$ cat src/design/nrc_pkg.sv
// ----------------------------------------------------------------------------
// Nonce replay cache package
// Shared sizes, codes and item types for the nonce replay cache.
// ----------------------------------------------------------------------------
package nrc_pkg;

	localparam int ENTRIES         = 16;
	localparam int MAX_NONCE_BYTES = 32;
	localparam int KEY_W           = MAX_NONCE_BYTES * 8;
	localparam int STAMP_W         = 32;
	localparam int IDX_W           = (ENTRIES > 1) ? $clog2(ENTRIES) : 1;
	localparam int CNT_W           = $clog2(ENTRIES + 1);
	localparam int SLOT_W          = 4;
	localparam logic [31:0] TTL_RESET = 32'd30000 + 32'd1000;

	typedef enum logic {
		OP_LOOKUP = 1'b0,
		OP_INSERT = 1'b1
	} op_t;

	typedef enum logic [2:0] {
		ST_NOT_SEEN = 3'd0,
		ST_SEEN     = 3'd1,
		ST_STORED   = 3'd2,
		ST_FULL     = 3'd3,
		ST_BAD_LEN  = 3'd4
	} status_t;

	typedef enum logic {
		S_IDLE,
		S_SCAN
	} state_t;

	typedef struct packed {
		op_t         op;
		logic [63:0] nonce_word0;
		logic [63:0] nonce_word1;
		logic [63:0] nonce_word2;
		logic [63:0] nonce_word3;
		logic [5:0]  nonce_length;
		logic [31:0] now_ms;
		logic [31:0] seen_at_ms;
	} req_t;

	typedef struct packed {
		status_t           status;
		logic [SLOT_W-1:0] slot;
	} rsp_t;

	typedef struct packed {
		logic [KEY_W-1:0]   key;
		logic [STAMP_W-1:0] stamp;
	} entry_t;

	typedef struct packed {
		logic live;
		logic hit;
	} match_t;

endpackage

$ cat src/design/nrc_ram.sv
// ----------------------------------------------------------------------------
// Generic RAM
// Single write port, single read port with registered read data.
// ----------------------------------------------------------------------------
module nrc_ram #(
	parameter int WIDTH = 8,
	parameter int DEPTH = 16,
	localparam int AW   = (DEPTH > 1) ? $clog2(DEPTH) : 1
) (
	input  logic             clk,
	input  logic             we,
	input  logic [AW-1:0]    waddr,
	input  logic [WIDTH-1:0] wdata,
	input  logic [AW-1:0]    raddr,
	output logic [WIDTH-1:0] rdata
);

	logic [WIDTH-1:0] mem_q [DEPTH];

	always_ff @(posedge clk) begin
		if (we) begin
			mem_q[waddr] <= wdata;
		end
		rdata <= mem_q[raddr];
	end

endmodule

$ cat src/design/nrc_match.sv
// ----------------------------------------------------------------------------
// Nonce replay cache entry check
// Decides whether one stored entry is live and whether it holds the key.
// ----------------------------------------------------------------------------
module nrc_match import nrc_pkg::*; (
	input  logic               valid,
	input  entry_t             entry,
	input  logic [KEY_W-1:0]   key,
	input  logic [STAMP_W-1:0] now_ms,
	input  logic [STAMP_W-1:0] ttl_ms,
	output match_t             result
);

	logic [STAMP_W-1:0] age;

	assign age         = now_ms - entry.stamp;
	assign result.live = valid && (age < ttl_ms);
	assign result.hit  = result.live && (entry.key == key);

endmodule

$ cat src/design/nonce_replay_cache.sv
// ----------------------------------------------------------------------------
// Nonce replay cache
// Table of recently seen nonces with stamps, scanned one entry per cycle.
// ----------------------------------------------------------------------------
//  channel   ports                    handshake
//  request   start, busy, req         taken when start is high and busy is low
//  result    done, rsp                one-cycle strobe, no back-pressure
//  config    cfg_we, cfg_wdata        ttl written when cfg_we is high
//
// A bad length answers in the cycle after the item is taken.
// Otherwise the entry RAM is read one entry per cycle, each entry at most once,
// stopping early when a lookup hits or an insert finds a free entry.
// Reset clears all valid bits at once; no clearing pass is needed.
// The result cannot be stalled; busy stays high until the item completes.
module nonce_replay_cache import nrc_pkg::*; (
	input  logic        clk,
	input  logic        arst_n,
	input  logic        start,
	output logic        busy,
	input  req_t        req,
	output logic        done,
	output rsp_t        rsp,
	input  logic        cfg_we,
	input  logic [31:0] cfg_wdata
);

	localparam logic [IDX_W:0]   ENTRIES_X = (IDX_W + 1)'(ENTRIES);
	localparam logic [CNT_W-1:0] CNT_END   = CNT_W'(ENTRIES);
	localparam logic [CNT_W-1:0] CNT_LAST  = CNT_W'(ENTRIES - 1);
	localparam logic [IDX_W-1:0] IDX_LAST  = IDX_W'(ENTRIES - 1);

	state_t             state_q, state_d;
	op_t                op_q;
	logic [KEY_W-1:0]   key_q;
	logic [STAMP_W-1:0] now_q;
	logic [STAMP_W-1:0] seen_q;
	logic [31:0]        ttl_q;
	logic [ENTRIES-1:0] valid_q;
	logic [IDX_W-1:0]   next_q;
	logic [IDX_W-1:0]   base_q;
	logic [CNT_W-1:0]   cnt_q;
	logic               pend_s1;
	logic               last_s1;
	logic [IDX_W-1:0]   addr_s1;
	logic               done_q;
	rsp_t               rsp_q;

	logic [255:0]       nonce_all;
	logic [KEY_W-1:0]   key_in;
	logic               accept;
	logic               bad_len;
	logic [IDX_W:0]     sum;
	logic [IDX_W-1:0]   rd_idx;
	logic               issue;
	entry_t             rd_entry;
	entry_t             wr_entry;
	match_t             m;
	logic               found;
	logic               finish;
	logic               wr_en;
	logic [IDX_W-1:0]   next_wrap;
	logic [IDX_W+SLOT_W-1:0] slot_ext;
	rsp_t               fin_rsp;

	assign nonce_all = {req.nonce_word3, req.nonce_word2, req.nonce_word1, req.nonce_word0};
	assign bad_len   = (req.nonce_length == 6'd0) ||
		(int'(req.nonce_length) > MAX_NONCE_BYTES);
	assign accept    = start && (state_q == S_IDLE);

	always_comb begin
		for (int b = 0; b < MAX_NONCE_BYTES; b++) begin
			key_in[b*8 +: 8] = (b < int'(req.nonce_length)) ? nonce_all[b*8 +: 8] : 8'h00;
		end
	end

	assign sum    = {1'b0, base_q} + {1'b0, cnt_q[IDX_W-1:0]};
	assign rd_idx = (sum >= ENTRIES_X) ? IDX_W'(sum - ENTRIES_X) : sum[IDX_W-1:0];
	assign issue  = (state_q == S_SCAN) && (cnt_q != CNT_END);

	nrc_ram #(
		.WIDTH($bits(entry_t)),
		.DEPTH(ENTRIES)
	) u_ram (
		.clk   (clk),
		.we    (wr_en),
		.waddr (addr_s1),
		.wdata (wr_entry),
		.raddr (rd_idx),
		.rdata (rd_entry)
	);

	nrc_match u_match (
		.valid  (valid_q[addr_s1]),
		.entry  (rd_entry),
		.key    (key_q),
		.now_ms (now_q),
		.ttl_ms (ttl_q),
		.result (m)
	);

	assign found     = pend_s1 && ((op_q == OP_INSERT) ? !m.live : m.hit);
	assign finish    = pend_s1 && (found || last_s1);
	assign wr_en     = found && (op_q == OP_INSERT);
	assign wr_entry  = '{key: key_q, stamp: seen_q};
	assign next_wrap = (addr_s1 == IDX_LAST) ? '0 : addr_s1 + 1'b1;
	assign slot_ext  = {{SLOT_W{1'b0}}, addr_s1};

	always_comb begin
		fin_rsp.slot = '0;
		if (op_q == OP_INSERT) begin
			fin_rsp.status = found ? ST_STORED : ST_FULL;
		end else begin
			fin_rsp.status = found ? ST_SEEN : ST_NOT_SEEN;
		end
		if (found) begin
			fin_rsp.slot = slot_ext[SLOT_W-1:0];
		end
	end

	always_comb begin
		state_d = state_q;
		unique case (state_q)
			S_IDLE: begin
				if (accept && !bad_len) begin
					state_d = S_SCAN;
				end
			end
			S_SCAN: begin
				if (finish) begin
					state_d = S_IDLE;
				end
			end
			default: state_d = S_IDLE;
		endcase
	end

	always_ff @(posedge clk or negedge arst_n) begin
		if (!arst_n) begin
			state_q <= S_IDLE;
			ttl_q   <= TTL_RESET;
			valid_q <= '0;
			next_q  <= '0;
			cnt_q   <= '0;
			pend_s1 <= 1'b0;
			done_q  <= 1'b0;
		end else begin
			state_q <= state_d;
			if (cfg_we) begin
				ttl_q <= cfg_wdata;
			end
			pend_s1 <= issue && !finish;
			done_q  <= (accept && bad_len) || finish;
			if (accept) begin
				cnt_q <= '0;
			end else if (issue) begin
				cnt_q <= cnt_q + 1'b1;
			end
			if (wr_en) begin
				valid_q[addr_s1] <= 1'b1;
				next_q           <= next_wrap;
			end
		end
	end

	always_ff @(posedge clk) begin
		if (accept) begin
			op_q   <= req.op;
			key_q  <= key_in;
			now_q  <= req.now_ms;
			seen_q <= req.seen_at_ms;
			base_q <= (req.op == OP_INSERT) ? next_q : '0;
			rsp_q  <= '{status: ST_BAD_LEN, slot: '0};
		end else if (finish) begin
			rsp_q <= fin_rsp;
		end
		addr_s1 <= rd_idx;
		last_s1 <= (cnt_q == CNT_LAST);
	end

	assign busy = (state_q != S_IDLE);
	assign done = done_q;
	assign rsp  = rsp_q;

endmodule

$ cat config.mk
export PLATFORM = sky130hd
export DESIGN_NAME = nonce_replay_cache
export DESIGN_NICKNAME = d
export VERILOG_FILES = /design/src/design/nrc_pkg.sv /design/src/design/nrc_ram.sv /design/src/design/nrc_match.sv /design/src/design/nonce_replay_cache.sv
export SDC_FILE = /design/constraint.sdc
export NUM_CORES = 2
export LEC_CHECK = 0
export BUFFER_PORTS_ARGS = -buffer_cell sky130_fd_sc_hd__buf_2
export CAP_MARGIN = 20
export CORE_UTILIZATION = 45
export CTS_BUF_LIST = sky130_fd_sc_hd__clkbuf_16
export CTS_CLUSTER_DIAMETER = 50
export DETAILED_ROUTE_END_ITERATION = 6
export GPL_ROUTABILITY_DRIVEN = 0
export REMOVE_ABC_BUFFERS = 1
export SETUP_SLACK_MARGIN = 0.3
export SKIP_CTS_REPAIR_TIMING = 1
export SLEW_MARGIN = 20
export SYNTH_ARGS = -nofsm -noshare
export SYNTH_HDL_FRONTEND = slang
export SYNTH_MEMORY_MAX_BITS = 65536
export SYNTH_SLANG_ARGS = --single-unit
export TNS_END_PERCENT = 50
$ cat constraint.sdc
create_clock -name clk -period 28.8 [get_ports clk]
set_input_delay 1.44 -clock clk [delete_from_list [all_inputs] [get_ports clk]]
set_output_delay 1.44 -clock clk [all_outputs]
set_load 0.05 [all_outputs]
==> results.json <==
{
  "clock_power_share_pct": 27.9,
  "multi_input_area_um2": 42500,
  "grt_pass1_vias": 98580,
  "drv_slew": 0,
  "die_area_um2": 447000,
  "vias": 96579,
  "r2r_start": "key_q[120]",
  "cts_buffer_depth": 4,
  "arrival_ns": 11.04,
  "avgViaCountPerCell": 5.90,
  "pwr-share-seq_pct": 38.8,
  "routed.top_layer": "met5",
  "drive_above_1_share_pct": 25.3,
  "port_buffers": 371,
  "p_switching_uw": 8170,
  "p_sw_share_pct": 32.6,
  "crit_slowest_cell": "nor4_1",
  "rows": 244,
  "syn_to_final_growth_pct": 14.1,
  "setup.worst_path.start": "key_q[120]",
  "first_pass_iters": 7,
  "critPathMaxFanout": 99,
  "dp_hpwl_um": 285000,
  "p_leak_uw": 0.0738,
  "fin_util_pct": 51.6,
  "r2r_setup_slack_ns": 18.42,
  "ys.flop_type": "edfxtp_1",
  "dp_cells": 15269,
  "drv_cap": 0,
  "status": "finished, violations left",
  "period_share_pct": 36.0,
  "layout_min_cycle_time_ns": 10.38,
  "syn_inst": 9219,
  "setup_tns_ns": 0,
  "async_reset_ff_share_pct": 1.13,
  "critPathMaxStageDelay_ns": 1.02,
  "drc": 55,
  "wl_met2_um": 252000,
  "wl_met1_um": 218000,
  "total_power_uw": 25100,
  "dr_wl_met3_um": 37900,
  "finClkSkew_ns": 0.0677,
  "regArea_um2": 156000,
  "comb_power_share_pct": 33.2,
  "syn_area_um2": 200000,
  "cp_cell_sequence": "xor2_1 -> nor4_1 -> nand4_1 -> nor4_1 -> nand3_1 -> nor4_4 -> mux2i_1 -> nor2b_2 -> ha_1 -> nand2_1 -> nor3_2 -> buf_12 -> buf_4 -> buf_4 -> buf_4 -> buf_4",
  "syn_area_per_cell_um2": 21.7,
  "grt_max_degree": 150,
  "yosysSeqAreaShare_pct": 77.9,
  "cts_buffers": 566,
  "grt_usage_pct": 23.0,
  "start_util_pct": 45.2,
  "drt_wl_total_um": 519000,
  "coreArea_um2": 442000,
  "n_fill_cell": 34414,
  "stdcell_count": 16379,
  "clkTransAtPathRegs_ns": 0.06,
  "crit_top_cell": "buf_4",
  "max_freq_mhz": 96.4,
  "nets": 10372,
  "synth_edf_count": 4933,
  "ant_nets": 0,
  "die_w_um": 668,
  "cts-root-buf": "clkbuf_16",
  "grt_first_pass_wirelength_um": 734000,
  "clock-sinks": 5293,
  "yosysWarningCount": 0,
  "p_int_uw": 16900,
  "hold_ws_ns": 0.461,
  "wl_per_cell_um": 31.7,
  "crit_required_ns": 29.46,
  "htree_levels": 6,
  "setup_viol": 0,
  "cts_tree": "done",
  "end_kind": "register",
  "critical_path_class": "register to register",
  "ir_worst_vdd_uv": 180,
  "slew_headroom_pct": 23.2,
  "cellPowerDensity_nw_per_um2": 110,
  "worst_pin_slew_ns": 1.15,
  "grt_antenna_before_repair": 79,
  "synth.distinct_cells": 63,
  "die_h_um": 668,
  "critPathLaunchType": "register",
  "ys_ff_latch": 5293,
  "grt_overflow_total": 0,
  "ios": 372,
  "hp-start": "valid_q[5]",
  "rsz0062_at_grt": "false",
  "violations": "design-rule violations",
  "hp-class": "register to register",
  "clk_latency_ns": 1.05,
  "hold_viol": 0,
  "drt_iter0_drc": 10278
}
flip-flops by register name (all words and copies together), names as in the netlist, 4 cells and up:
signal       count
u_ram.mem_q   4608
u_ram.rdata    288
key_q          256
now_q           32
seen_q          32
ttl_q           32
valid_q         16
rsp              7
cnt_q            5
addr_s1          4
base_q           4
next_q           4
cells by family (layout without fill, tap and decap cells):
logic type | after synthesis | count (layout) | share of synthesized area [%]
AO/OA/AOI/OAI | 770 | 770 | 2.42
XOR/XNOR | 275 | 275 | 1.21
adder cells (fa/ha/maj) | 75 | 75 | 0.477
buffers and inverters | 531 | 1721 | 1.01
flip-flops | 5293 | 5293 | 77.9
multiplexers | 1449 | 1449 | 14.5
other | 0 | 66 | 0
AND/OR/NAND/NOR | 826 | 826 | 2.45
worst max-delay path: cells and delay by family (launching register included):
family                   cells  cell delay (ns)
multiplexers                 1             0.19
AND/OR/NAND/NOR              8             4.63
XOR/XNOR                     1             0.25
adder cells (fa/ha/maj)      1             0.42
buffers and inverters        5             3.68
flip-flops                   1             0.60
metal layers:
layer	vias to the layer above	GRT usage (%)
met1	52363	33.3
met2	3943	37.1
met5	-	0
li1	39587	-
met4	20	5.37
met3	666	3.63
final cells by class:
| type | count | share of cell area [%] |
|---|---|---|
| Inverter | 96 | 0.161 |
| Timing Repair Buffer | 582 | 1.67 |
| Tap cell | 5904 | 3.24 |
| Sequential cell | 5293 | 68.3 |
| Clock inverter | 466 | 1.60 |
| Clock buffer | 577 | 6.33 |
| Antenna cell | 66 | 0.0724 |
| Multi-Input combinational cell | 3395 | 18.7 |
Yosys cell counts, drive strengths merged, types with 72 or more instances:
library cell	count	area share [%]
edfxtp	4933	74
mux4	1157	13
nor2b	388	1.2
a21oi	337	0.84
clkbuf	305	0.57
dfxtp	300	3.0
a211oi	295	1.1
mux2i	289	1.4
xnor2	180	0.79
and2	169	0.53
buf	130	0.25
inv	96	0.18
xor2	95	0.42
ha	73	0.46
nand2	72	0.14
path summary, 6_finish.rpt:
check                      cells after the start                  end
setup / recovery                              16  u_ram.mem_q[3][197]
hold / removal                                 1           valid_q[5]
setup reg to reg                              16  u_ram.mem_q[3][197]
hold reg to reg                                1           valid_q[5]
max in group asynchronous                      2           valid_q[9]
min in group asynchronous                      2             ttl_q[0]
stage by stage:
step | worst slack, ns | area (um2)
final | 18.42 | 228000
after global routing | 17.92 | 228000
after CTS | 18.32 | 228000
after detailed placement | 18.36 | 210000
after global placement | 18.24 | 210000
after floorplan | -17.56 | 198000
power by group through the flow:
stage | combinational, uW | sequential [uW] | clock [uW]
after floorplan | 11200 | 9870 | 0
after global placement | 8400 | 9850 | 0
after detailed placement | 8400 | 9890 | 0
after CTS | 8450 | 9730 | 7120
after global routing | 8920 | 9800 | 7410
final | 8330 | 9730 | 7010
placed cells by master, fill, tap and decap left out, types with 53 or more instances in the layout:
cell type	instances
nor2b_1	387
mux2i_1	289
inv_1	231
nand4_1	53
dfxtp_1	300
dfrtp_1	53
xnor2_1	179
clkinv_2	101
and2_1	166
buf_2	372
nand2_1	66
xor2_1	94
diode_2	66
a21oi_1	328
buf_4	179
clkbuf_16	577
a211oi_1	295
edfxtp_1	4933
o21ai_0	57
clkinv_1	102
ha_1	72
mux4_2	1153
Power figures use the tool's default switching activity.
